$ cat config.mk
export PLATFORM = sky130hd
export DESIGN_NAME = cftrf_front
export DESIGN_NICKNAME = d
export VERILOG_FILES = /design/src/hdl/cftrf_pkg.sv /design/src/hdl/cftrf_front.sv
export SDC_FILE = /design/constraint.sdc
export NUM_CORES = 1
export LEC_CHECK = 0
export BUFFER_PORTS_ARGS = -buffer_cell sky130_fd_sc_hd__buf_2
export CAP_MARGIN = 20
export CORE_MARGIN = 2
export CORE_UTILIZATION = 55
export CTS_CLUSTER_DIAMETER = 80
export DETAILED_ROUTE_END_ITERATION = 8
export PLACE_DENSITY = 0.87
export SLEW_MARGIN = 20
export SYNTH_ARGS = -nofsm -noshare
export SYNTH_HDL_FRONTEND = slang
export SYNTH_SLANG_ARGS = --single-unit
export TNS_END_PERCENT = 20
$ cat constraint.sdc
create_clock -name clock -period 3.9 [get_ports clock]
set_input_delay 0 -clock clock [delete_from_list [all_inputs] [get_ports clock]]
set_output_delay 0 -clock clock [all_outputs]
set_load 0.02 [all_outputs]
$ cat src/hdl/cftrf_pkg.sv
// Shared types and constants of the channel filtered trace record FIFO.
// No dependencies; imported by the front, back and top level.
`timescale 1ns / 1ps

package cftrf_pkg;

   // Byte store depth and derived widths
   localparam int STORE_BYTES = 512;
   localparam int PTR_W       = $clog2(STORE_BYTES);
   localparam int USED_W      = $clog2(STORE_BYTES + 1);
   localparam int SUM_W       = $clog2(STORE_BYTES + 258);

   // Record counter
   localparam int REC_W = 9;
   localparam logic [REC_W-1:0] RECORDS_MAX = 9'd511;

   // Command queue between front and back
   localparam int QUEUE_DEPTH = 2;
   localparam int QIDX_W      = $clog2(QUEUE_DEPTH);
   localparam int QCNT_W      = $clog2(QUEUE_DEPTH + 1);

   // Input mode codes
   typedef enum logic [1:0] {
      MODE_HEADER  = 2'd0,
      MODE_PAYLOAD = 2'd1,
      MODE_POP     = 2'd2,
      MODE_FLUSH   = 2'd3
   } mode_type;

   // Classified command handed from front to back
   typedef struct packed {
      mode_type   kind;
      logic       enabled;
      logic [7:0] chan_onehot;
      logic [7:0] length;
      logic [7:0] data;
   } cmd_type;

endpackage

$ cat src/hdl/cftrf_front.sv
// Front end: takes input beats, classifies them and queues commands.
// Depends on cftrf_pkg.
`timescale 1ns / 1ps

module cftrf_front
   import cftrf_pkg::*;
(
   input  logic       clock,
   input  logic       reset,
   input  logic       start,
   output logic       busy,
   input  logic [1:0] req_mode,
   input  logic [2:0] req_channel,
   input  logic [7:0] req_record_length,
   input  logic [7:0] req_payload_byte,
   input  logic [7:0] enable_mask,
   output logic       cmd_valid,
   output cmd_type    cmd,
   input  logic       cmd_take
);

   cmd_type            queue_ff [QUEUE_DEPTH];
   logic [QIDX_W-1:0]  wr_idx_ff, wr_idx_in;
   logic [QIDX_W-1:0]  rd_idx_ff, rd_idx_in;
   logic [QCNT_W-1:0]  count_ff, count_in;
   cmd_type            new_cmd;
   logic               push;
   logic               pop;

   // Classify the incoming beat
   always_comb begin
      new_cmd.kind        = mode_type'(req_mode);
      new_cmd.enabled     = enable_mask[req_channel];
      new_cmd.chan_onehot = 8'(1) << req_channel;
      new_cmd.length      = req_record_length;
      new_cmd.data        = req_payload_byte;
   end

   assign busy      = (count_ff == QCNT_W'(QUEUE_DEPTH));
   assign push      = start && !busy;
   assign cmd_valid = (count_ff != '0);
   assign pop       = cmd_take && cmd_valid;
   assign cmd       = queue_ff[rd_idx_ff];

   // Queue pointers
   always_comb begin
      wr_idx_in = wr_idx_ff;
      rd_idx_in = rd_idx_ff;
      count_in  = count_ff;
      if (push) begin
         wr_idx_in = (wr_idx_ff == QIDX_W'(QUEUE_DEPTH - 1)) ? '0 : wr_idx_ff + 1'b1;
      end
      if (pop) begin
         rd_idx_in = (rd_idx_ff == QIDX_W'(QUEUE_DEPTH - 1)) ? '0 : rd_idx_ff + 1'b1;
      end
      if (push && !pop) begin
         count_in = count_ff + 1'b1;
      end else if (pop && !push) begin
         count_in = count_ff - 1'b1;
      end
   end

   always_ff @(posedge clock) begin
      if (reset) begin
         wr_idx_ff <= '0;
         rd_idx_ff <= '0;
         count_ff  <= '0;
      end else begin
         wr_idx_ff <= wr_idx_in;
         rd_idx_ff <= rd_idx_in;
         count_ff  <= count_in;
      end
   end

   // Queue storage, no reset
   always_ff @(posedge clock) begin
      if (push) begin
         queue_ff[wr_idx_ff] <= new_cmd;
      end
   end

endmodule

==> flow_summary.toml <==
[status]
outcome = "completed"

[min_path]
hold_start = "req_channel[1]"
hold_path.class = "in -> reg"

[setup_path]
crit_start = "count_ff[0]"
crit_chain = "nor2b_1, or3_1, inv_1"
worstPathRequired_ns = 3.84
r2r_start = "count_ff[0]"
startpoint_type = "register"
crit_buf_inv = 1
path_class = "reg -> reg"
crit_family = "buffers and inverters"
cp_slowest_cell = "inv_1"
cp.arrival_ns = 1.97
cp_max_fo = 27
cp_slowest_stage_delay_ns = 0.77
endpoint_kind = "register"

[pwr]
irDropWorstVdd_mv = 0.4472
power.density_nw_per_um2 = 626.5
leakage_nw = 1.195

[timing]
worst_slew_pin_slew_ns = 1.044
max_slew_margin_pct = 30.35
setup_viol = 0
slew_violations = 0
hold_viol = 0
fin_crit_ns = 2.026
max_freq_mhz = 493.5
fin_skew_ns = 0.009618
fin_crit_sh_pct = 51.96
tns_ns = 0
rsz0062_at_grt = "no"

[final_layout]
area_growth_syn_to_layout_pct = 30.71
nFillCells = 236
regArea_um2 = 1723
drive_above_1_share_pct = 50.90
final_nets = 251
diodes = 0
design_area_um2 = 3030
stdcell_count = 272
multi_input_area_um2 = 551.8

[die]
die-width_um = 68.93
core_um2 = 4029
num_rows = 23
start_util_pct = 57.55
dieHeight_um = 68.93
die_area_um2 = 4751
io_pins = 62

[detailed_routing]
wire_per_inst_um = 15.95
ant_nets = 0
viasPerCell = 5.066
drt_iter0_markers = 91
drtPass1Iterations = 4
vias = 1378
drc = 0
drt_wl_total_um = 4339

[clocking]
cts_resized = 0
clk_pin_slew_ns = 0.06
clkSinkCount = 59
cts_setup_buffers = 0
clock_path_buffers = 2
clock_latency_ns = 0.33
cts-htree-levels = 3
numCtsBuffers = 9
cts_tree = "done"
cts-root-buf = "clkbuf_8"
ctsHoldBuffers = 19

[logic_synthesis]
ys_ff_latch = 59
syn_inst = 131
ys_seq_area_share_pct = 74.26
syn_avg_cell_area_um2 = 17.70
synth_edf_count = 54
synth_area_um2 = 2318
synthArstFlopShare_pct = 0
yosysUniqueCellTypes = 24
ys_warn_count = 0
syn-num-nets = 165
ys.flop_type = "edfxtp_1"

[placed_design]
gp_congestion = 0.7313
hpwlAfterDp_um = 2769
portBuffers = 61
dp.cells = 237
placed_area_um2 = 2655

[global_route]
grtUsageTotal_pct = 19.60
grt_pass1_vias = 1394
grt_overflow = 0
grt_max_degree = 28
antenna_found_initial = 0
grt_pass1_wl_um = 6251

[run]
maxCapViolCount = 0
registers in the layout, indices dropped and copies added, names as in the netlist, named ones only:
signal / flops
queue_ff: 54
count_ff: 2
rd_idx_ff: 1
wr_idx_ff: 1
worst register-to-register path, stage by stage (launching register included):
cell     delay [ns]
dfxtp_1        0.41
nor2b_1        0.11
or3_1          0.34
inv_1          0.77
report_power, final:
group	switching [mW]	internal (mW)	leakage [nW]
combinational	0.291	0.226	0.554
clock	0.226	0.286	0.0915
sequential	0.0664	0.803	0.550
synthesized netlist by cell type (2+ instances only):
library cell  number  area share (%)
buf_2              4            0.86
a21oi_1            2            0.43
dfxtp_1            5             4.3
o21ai_0            3            0.65
or3_1              2            0.54
edfxtp_1          54              70
mux2_2            29              14
and3_2             2            0.65
xor2_1             3             1.1
inv_1              4            0.65
nor2_1             8             1.3
nor3_1             3            0.65
per-layer routing:
metal / global-route usage [%] / vias up / wire [um]
li1: - / 669 / -
met1: 21.68 / 648 / 1756
met2: 34.38 / 52 / 2251
met3: 5.357 / 9 / 262
met4: 10.29 / 0 / 69
met5: 0 / - / 0
worst paths after layout:
kind | end | depth (start not counted) | slack [ns]
setup / recovery | queue_ff[0][23] | 3 | 1.87
hold reg to reg | register | 2 | 0.51
setup reg to reg | queue_ff[0][23] | 3 | 1.87
hold / removal | queue_ff[0][16] | 2 | 0.07
cells by family after synthesis:
kind of cell	Yosys count	share of synthesized area, %
XOR/XNOR	3	1.134
multiplexers	30	14.52
AO/OA/AOI/OAI	8	2.482
adder cells (fa/ha/maj)	1	0.5396
buffers and inverters	9	1.997
AND/OR/NAND/NOR	21	5.073
flip-flops	59	74.26
layout by cell type, fill, tap and decap left out, types with 4 or more instances in the layout:
master,n
buf_2,61
mux2_2,29
dlygate4sd3_1,19
inv_1,4
edfxtp_1,54
dfxtp_1,4
clkbuf_8,9
nor2_1,8
metrics by stage:
step                total power [mW]  hold WS (ns)  util (%)  worst slack (ns)
global route                   1.985       0.06549     75.22             1.734
detailed placement             1.388        0.1917     65.90             1.856
CTS                            1.910       0.05260     75.16             1.825
finish                         1.898       0.06592     75.22             1.874
floorplan                      1.227       0.06907         -             2.099
global placement               1.360        0.1895     65.90             2.004
area by class of cell:
| cell class | count | area share (%) |
|---|---|---|
| clock buffers | 9 | 4.088 |
| clock inverters | 7 | 1.941 |
| inverters | 4 | 0.4955 |
| multi-input cells | 63 | 18.21 |
| flip-flops and latches | 59 | 56.85 |
| well taps | 50 | 2.064 |
| repair buffers | 80 | 16.35 |
Power figures use the tool's default switching activity.
