`src/hdl/cftrf_pkg.sv`:
```
// Shared types and constants of the channel filtered trace record FIFO.
// No dependencies; imported by the front, back and top level.
`timescale 1ns / 1ps

package cftrf_pkg;

   // Byte store depth and derived widths
   localparam int STORE_BYTES = 512;
   localparam int PTR_W       = $clog2(STORE_BYTES);
   localparam int USED_W      = $clog2(STORE_BYTES + 1);
   localparam int SUM_W       = $clog2(STORE_BYTES + 258);

   // Record counter
   localparam int REC_W = 9;
   localparam logic [REC_W-1:0] RECORDS_MAX = 9'd511;

   // Command queue between front and back
   localparam int QUEUE_DEPTH = 2;
   localparam int QIDX_W      = $clog2(QUEUE_DEPTH);
   localparam int QCNT_W      = $clog2(QUEUE_DEPTH + 1);

   // Input mode codes
   typedef enum logic [1:0] {
      MODE_HEADER  = 2'd0,
      MODE_PAYLOAD = 2'd1,
      MODE_POP     = 2'd2,
      MODE_FLUSH   = 2'd3
   } mode_type;

   // Classified command handed from front to back
   typedef struct packed {
      mode_type   kind;
      logic       enabled;
      logic [7:0] chan_onehot;
      logic [7:0] length;
      logic [7:0] data;
   } cmd_type;

endpackage

```
`src/hdl/cftrf_back.sv`:
```
// Back end: byte store, record bookkeeping and registered response.
// Depends on cftrf_pkg; takes commands from cftrf_front.
`timescale 1ns / 1ps

module cftrf_back
   import cftrf_pkg::*;
(
   input  logic        clock,
   input  logic        reset,
   input  logic        cmd_valid,
   input  cmd_type     cmd,
   output logic        cmd_take,
   output logic        rsp_strobe,
   output logic        rsp_out_valid,
   output logic [7:0]  rsp_out_byte,
   output logic        rsp_record_end,
   output logic        rsp_accepted,
   output logic [8:0]  rsp_records_waiting,
   output logic [9:0]  rsp_bytes_used
);

   typedef enum logic [2:0] {
      ST_EXEC = 3'b001,
      ST_HDR2 = 3'b010,
      ST_POP2 = 3'b100
   } state_type;

   typedef enum logic [2:0] {
      PH_HEADER  = 3'b001,
      PH_LENGTH  = 3'b010,
      PH_PAYLOAD = 3'b100
   } phase_type;

   logic [7:0]        store_mem [STORE_BYTES];

   state_type         state_ff, state_in;
   phase_type         phase_ff, phase_in;
   logic [PTR_W-1:0]  wp_ff, wp_in;
   logic [PTR_W-1:0]  rp_ff, rp_in;
   logic [USED_W-1:0] used_ff, used_in;
   logic [REC_W-1:0]  complete_ff, complete_in;
   logic              admitting_ff, admitting_in;
   logic [7:0]        left_in_ff, left_in_in;
   logic [7:0]        left_out_ff, left_out_in;
   logic [7:0]        hdr_len_ff, hdr_len_in;
   logic [7:0]        rd_data_ff;

   logic              mem_we;
   logic [7:0]        mem_wdata;
   logic              mem_re;
   logic [SUM_W-1:0]  fit_sum;
   logic              fits;
   logic [7:0]        left_dec;

   logic              emit;
   logic              r_valid, r_byte_end, r_acc;
   logic [7:0]        r_byte;

   logic              strobe_ff;
   logic              valid_ff, end_ff, acc_ff;
   logic [7:0]        byte_ff;

   function automatic logic [PTR_W-1:0] ptr_step(input logic [PTR_W-1:0] p);
      ptr_step = (p == PTR_W'(STORE_BYTES - 1)) ? '0 : p + 1'b1;
   endfunction

   // Space check for a new record: length plus channel and length bytes
   assign fit_sum  = SUM_W'(used_ff) + SUM_W'(cmd.length) + SUM_W'(2);
   assign fits     = (fit_sum <= SUM_W'(STORE_BYTES));
   assign left_dec = (left_out_ff != 8'd0) ? left_out_ff - 8'd1 : 8'd0;

   // Command execution
   always_comb begin
      state_in     = state_ff;
      phase_in     = phase_ff;
      wp_in        = wp_ff;
      rp_in        = rp_ff;
      used_in      = used_ff;
      complete_in  = complete_ff;
      admitting_in = admitting_ff;
      left_in_in   = left_in_ff;
      left_out_in  = left_out_ff;
      hdr_len_in   = hdr_len_ff;
      mem_we       = 1'b0;
      mem_wdata    = cmd.chan_onehot;
      mem_re       = 1'b0;
      cmd_take     = 1'b0;
      emit         = 1'b0;
      r_valid      = 1'b0;
      r_byte       = 8'd0;
      r_byte_end   = 1'b0;
      r_acc        = 1'b0;

      case (state_ff)
         ST_EXEC: begin
            if (cmd_valid) begin
               cmd_take = 1'b1;
               case (cmd.kind)
                  MODE_HEADER: begin
                     emit = 1'b1;
                     if (!admitting_ff) begin
                        left_in_in = cmd.length;
                        if (cmd.enabled && fits && complete_ff != RECORDS_MAX) begin
                           // channel byte now, length byte next cycle
                           emit       = 1'b0;
                           mem_we     = 1'b1;
                           wp_in      = ptr_step(wp_ff);
                           used_in    = USED_W'(fit_sum);
                           hdr_len_in = cmd.length;
                           state_in   = ST_HDR2;
                        end
                     end
                  end
                  MODE_PAYLOAD: begin
                     emit = 1'b1;
                     if (admitting_ff) begin
                        r_acc      = 1'b1;
                        mem_we     = 1'b1;
                        mem_wdata  = cmd.data;
                        wp_in      = ptr_step(wp_ff);
                        left_in_in = left_in_ff - 8'd1;
                        if (left_in_ff == 8'd1) begin
                           admitting_in = 1'b0;
                           complete_in  = complete_ff + 1'b1;
                        end
                     end else if (left_in_ff != 8'd0) begin
                        left_in_in = left_in_ff - 8'd1;
                     end
                  end
                  MODE_POP: begin
                     if (complete_ff != '0) begin
                        mem_re   = 1'b1;
                        rp_in    = ptr_step(rp_ff);
                        if (used_ff != '0) begin
                           used_in = used_ff - 1'b1;
                        end
                        state_in = ST_POP2;
                     end else begin
                        emit = 1'b1;
                     end
                  end
                  MODE_FLUSH: begin
                     emit         = 1'b1;
                     wp_in        = '0;
                     rp_in        = '0;
                     used_in      = '0;
                     complete_in  = '0;
                     admitting_in = 1'b0;
                     left_in_in   = 8'd0;
                     phase_in     = PH_HEADER;
                     left_out_in  = 8'd0;
                  end
                  default: begin
                     emit = 1'b1;
                  end
               endcase
            end
         end
         ST_HDR2: begin
            // second header byte: the payload length
            emit      = 1'b1;
            r_acc     = 1'b1;
            mem_we    = 1'b1;
            mem_wdata = hdr_len_ff;
            wp_in     = ptr_step(wp_ff);
            if (hdr_len_ff == 8'd0) begin
               complete_in = complete_ff + 1'b1;
            end else begin
               admitting_in = 1'b1;
            end
            state_in = ST_EXEC;
         end
         ST_POP2: begin
            emit    = 1'b1;
            r_valid = 1'b1;
            r_byte  = rd_data_ff;
            case (phase_ff)
               PH_HEADER: begin
                  phase_in = PH_LENGTH;
               end
               PH_LENGTH: begin
                  left_out_in = rd_data_ff;
                  if (rd_data_ff == 8'd0) begin
                     phase_in   = PH_HEADER;
                     r_byte_end = 1'b1;
                  end else begin
                     phase_in = PH_PAYLOAD;
                  end
               end
               PH_PAYLOAD: begin
                  left_out_in = left_dec;
                  if (left_dec == 8'd0) begin
                     phase_in   = PH_HEADER;
                     r_byte_end = 1'b1;
                  end
               end
               default: begin
                  phase_in = PH_HEADER;
               end
            endcase
            if (r_byte_end) begin
               complete_in = complete_ff - 1'b1;
            end
            state_in = ST_EXEC;
         end
         default: begin
            state_in = ST_EXEC;
         end
      endcase
   end

   // Control state
   always_ff @(posedge clock) begin
      if (reset) begin
         state_ff     <= ST_EXEC;
         phase_ff     <= PH_HEADER;
         wp_ff        <= '0;
         rp_ff        <= '0;
         used_ff      <= '0;
         complete_ff  <= '0;
         admitting_ff <= 1'b0;
         left_in_ff   <= 8'd0;
         left_out_ff  <= 8'd0;
         strobe_ff    <= 1'b0;
      end else begin
         state_ff     <= state_in;
         phase_ff     <= phase_in;
         wp_ff        <= wp_in;
         rp_ff        <= rp_in;
         used_ff      <= used_in;
         complete_ff  <= complete_in;
         admitting_ff <= admitting_in;
         left_in_ff   <= left_in_in;
         left_out_ff  <= left_out_in;
         strobe_ff    <= emit;
      end
   end

   // Response payload and header length stash
   always_ff @(posedge clock) begin
      hdr_len_ff <= hdr_len_in;
      if (emit) begin
         valid_ff <= r_valid;
         byte_ff  <= r_byte;
         end_ff   <= r_byte_end;
         acc_ff   <= r_acc;
      end
   end

   // Byte store, one write and one registered read per cycle
   always_ff @(posedge clock) begin
      if (mem_we) begin
         store_mem[wp_ff] <= mem_wdata;
      end
      if (mem_re) begin
         rd_data_ff <= store_mem[rp_ff];
      end
   end

   // Counts are shown as they stand after the beat's command
   logic [REC_W-1:0]  rec_shown_ff;
   logic [USED_W-1:0] used_shown_ff;

   always_ff @(posedge clock) begin
      if (emit) begin
         rec_shown_ff  <= complete_in;
         used_shown_ff <= used_in;
      end
   end

   assign rsp_strobe          = strobe_ff;
   assign rsp_out_valid       = valid_ff;
   assign rsp_out_byte        = byte_ff;
   assign rsp_record_end      = end_ff;
   assign rsp_accepted        = acc_ff;
   assign rsp_records_waiting = 9'(rec_shown_ff);
   assign rsp_bytes_used      = 10'(used_shown_ff);

endmodule

```
`config.mk`:
```
export PLATFORM = sky130hd
export DESIGN_NAME = cftrf_back
export DESIGN_NICKNAME = d
export VERILOG_FILES = /design/src/hdl/cftrf_pkg.sv /design/src/hdl/cftrf_back.sv
export SDC_FILE = /design/constraint.sdc
export NUM_CORES = 2
export LEC_CHECK = 0
export CAP_MARGIN = 10
export CORE_ASPECT_RATIO = 2
export CORE_UTILIZATION = 40
export CTS_CLUSTER_DIAMETER = 120
export DETAILED_ROUTE_END_ITERATION = 6
export DONT_BUFFER_PORTS = 1
export SETUP_SLACK_MARGIN = 0.1
export SLEW_MARGIN = 10
export SYNTH_ARGS = -nofsm -noshare
export SYNTH_HDL_FRONTEND = slang
export SYNTH_SLANG_ARGS = --single-unit
```
`constraint.sdc`:
```
create_clock -name clock -period 31.4 [get_ports clock]
set_clock_uncertainty 0.05 [all_clocks]
set_input_delay 4.71 -clock clock [delete_from_list [all_inputs] [get_ports clock]]
set_output_delay 4.71 -clock clock [all_outputs]
set_load 0.01 [all_outputs]
```
==> metrics <==
status finished with violations; failing checks capacitance limit; adder-cell share of the synthesized area 0.284%; WL/cell 36.9 um; post-DP HPWL 330 mm; compound-gate portion of the synthesized area 4.10%; first-pass GRT wire length 709 mm; First-pass DRT Iterations 6; count of flip-flops with a built-in enable after synthesis 4,142; overall global routing resource usage 24.4%; worst slew pin tran 1.48 ns; Pwr Total 0.0111 W; switching power share of the total 20.9%; CP delay by family, top simple AND/OR/NAND/NOR gates; Die H 912 um; clk buf depth 4; GRT Residual Overflow 0; max-cap viol count 1; largest family of logic cells by synthesized area multiplexers; slowest stage cell, crit path nand2_1; Routed Antenna Nets 0; Main synth FF type edfxtp_1; hold_buf cts 0; Nets 8,430; die area 416,000 um2; Gate power share 3.6%; # fillers 34,283; fmax 99.3 MHz; starting density of the core 40.2%; Hold Path Class reg2reg; multi-input logic area 37,200 um2; synthesis-stage register bit count 4,203; number of core rows 333; Slew HR 0.591%; Num Clock Sinks 4,203; IO Count 62; initial antenna violation count 15; Largest stage delay, worst path 0.32 ns; VDD IR-drop max 0.0456 mV; fin util 44.5%; Core Footprint 411,000 um2; number of I/O port buffers 0; Slew Limit Fails 0; Post-synth ARST share 0%; multiplexer share of the synthesized area 14.5%; crit-path max FO 9; Post-Synth XOR/XNOR Area 0.0688%; final wirelength 517 mm; CP endpoint kind primary output; Startpoint Class primary input; TritonCTS Buffers 336; crit path DAT 5.31 ns; final hold viol count 0; Pint 0.00874 W; NetSw 0.00231 W; Post CTS Setup Buffer Count 0; register area 126,000 um2; fin crit share 32.1%; Buf/Inv on CP 1; vias in the first global route 88,058; area added between synthesis and finish 10.6%; clock-pin slew of the registers on the worst-case setup and hold paths 0.07 ns; largest net degree at the start of global routing 157; syn nets 8,406; Avg Cell Area, Syn 19.8 um2; DRT iter0 DRCs 10,151; Final setup viols 0; Post-Syn Instances 8,339; Seq/Total Area, Yosys 75.9%; simple-gate share of the synthesized area 3.37%; crit-path cells nand2_1 -> inv_1; Synth cell types 85; CTS root buf clkbuf_16; drt drc 0; via count 86,060; Clk pwr share 40.6%; crit path time final 10.07 ns; Power Dens Cells 60.4 nW/um2; # H-tree levels 5; leakage power 53.7 nW; Die X 457 um; ratio of cells with drive above 1 in the final layout 20.1%; gpl congestion 0.944; synthesized cell area 165,000 um2; post-cts repair resize count 0; critical path class in2out; Worst Slack Setup Final 21.33 ns; Avg Vias per Cell 6.14; TritonCTS clock tree built; YS warnings 0; final hold slack 0.437 ns; Clock Latency Late Sink 0.95 ns; Setup TNS Final 0 ns; RSZ-0062 raised after global routing no; Place WS 20.85 ns; Critical Path RT 26.64 ns; sequential power share 55.8%
## cells in the mapped netlist, drive strengths merged (44+ instances only)
cell	instances	share of area, %
a21oi	188	0.57
a22oi	98	0.44
a31oi	44	0.17
buf	276	1.1
clkbuf	252	0.57
dfxtp	61	0.74
edfxtp	4142	75
mux2i	397	2.4
mux4	884	12
nand2	215	0.49
nand3	64	0.26
nor2	660	1.5
nor3	83	0.25
o21ai	144	0.44
o221ai	154	0.82
o22ai	119	0.45
## state kept, by name (all words and copies together) (netlist names), 8 cells and up
name	count
rp_ff	9
rsp_out_byte	8
left_in_ff	8
complete_ff	9
hdr_len_ff	8
used_ff	10
rsp_bytes_used	10
left_out_ff	8
wp_ff	9
rsp_records_waiting	9
rd_data_ff	8
store_mem	4096
## cell families after synthesis
logic type      Yosys count
xor+xnor                 13
flops                  4203
mux                    1295
fa+ha+maj                37
buf+inv                 566
simple gates           1240
compound gates          985
## power groups by stage
| stage | sequential (W) | clock [W] | combinational [W] |
|---|---|---|---|
| final | 0.00617 | 0.00448 | 0.000396 |
| after global routing | 0.00617 | 0.00469 | 0.000414 |
| after CTS | 0.00617 | 0.00452 | 0.000401 |
| after detailed placement | 0.00630 | 0 | 0.000400 |
| after global placement | 0.00630 | 0 | 0.000396 |
| after floorplan | 0.00636 | 0 | 0.000254 |
## final timing paths
check,startpoint,to,slack (ns),depth (start not counted)
max,cmd_valid,cmd_take,21.33,2
min,left_out_ff[7],left_out_ff[7],0.44,2
max reg2reg,rp_ff[0],rd_data_ff[0],24.16,12
min reg2reg,left_out_ff[7],left_out_ff[7],0.44,2
## per-layer routing
layer / track usage (%) / part of all wire, % / wire (um)
met4: 18.5 / 8.9 / 46200
met2: 43.8 / 52 / 271000
met5: 0 / 0.0041 / 21
met1: 26.1 / 32 / 166000
met3: 3.24 / 6.6 / 33900
## cell type report
cell class	instances	share of cell area, %
Antenna cell	7	0.00957
Sequential cell	4203	68.6
Multi-Input combinational cell	3570	20.3
Timing Repair Buffer	214	0.985
Clock inverter	220	1.35
Tap cell	5360	3.66
Inverter	38	0.0848
Clock buffer	393	4.92
## cells in the final DEF, fill, tap and decap left out, types with 43 or more instances in the layout
| cell | n |
|---|---|
| a22oi_1 | 98 |
| edfxtp_1 | 4142 |
| o21ai_0 | 142 |
| nor3_1 | 83 |
| clkinv_2 | 56 |
| o221ai_1 | 154 |
| mux2i_1 | 397 |
| clkbuf_16 | 353 |
| mux4_2 | 884 |
| nand2_1 | 205 |
| nand3_1 | 52 |
| bufinv_16 | 44 |
| o22ai_1 | 119 |
| nor2_1 | 655 |
| a21oi_1 | 188 |
| a31oi_1 | 43 |
| buf_4 | 197 |
| dfxtp_1 | 53 |
## metrics by stage
stage / cell area [um2] / std cells
2_1_floorplan: 165000 / 8339
3_3_place_gp: 172000 / 13384
3_5_place_dp: 172000 / 13385
4_1_cts: 183000 / 13998
5_1_grt: 183000 / 14000
6_report: 183000 / 14005
(Power assumes the default switching activity.)
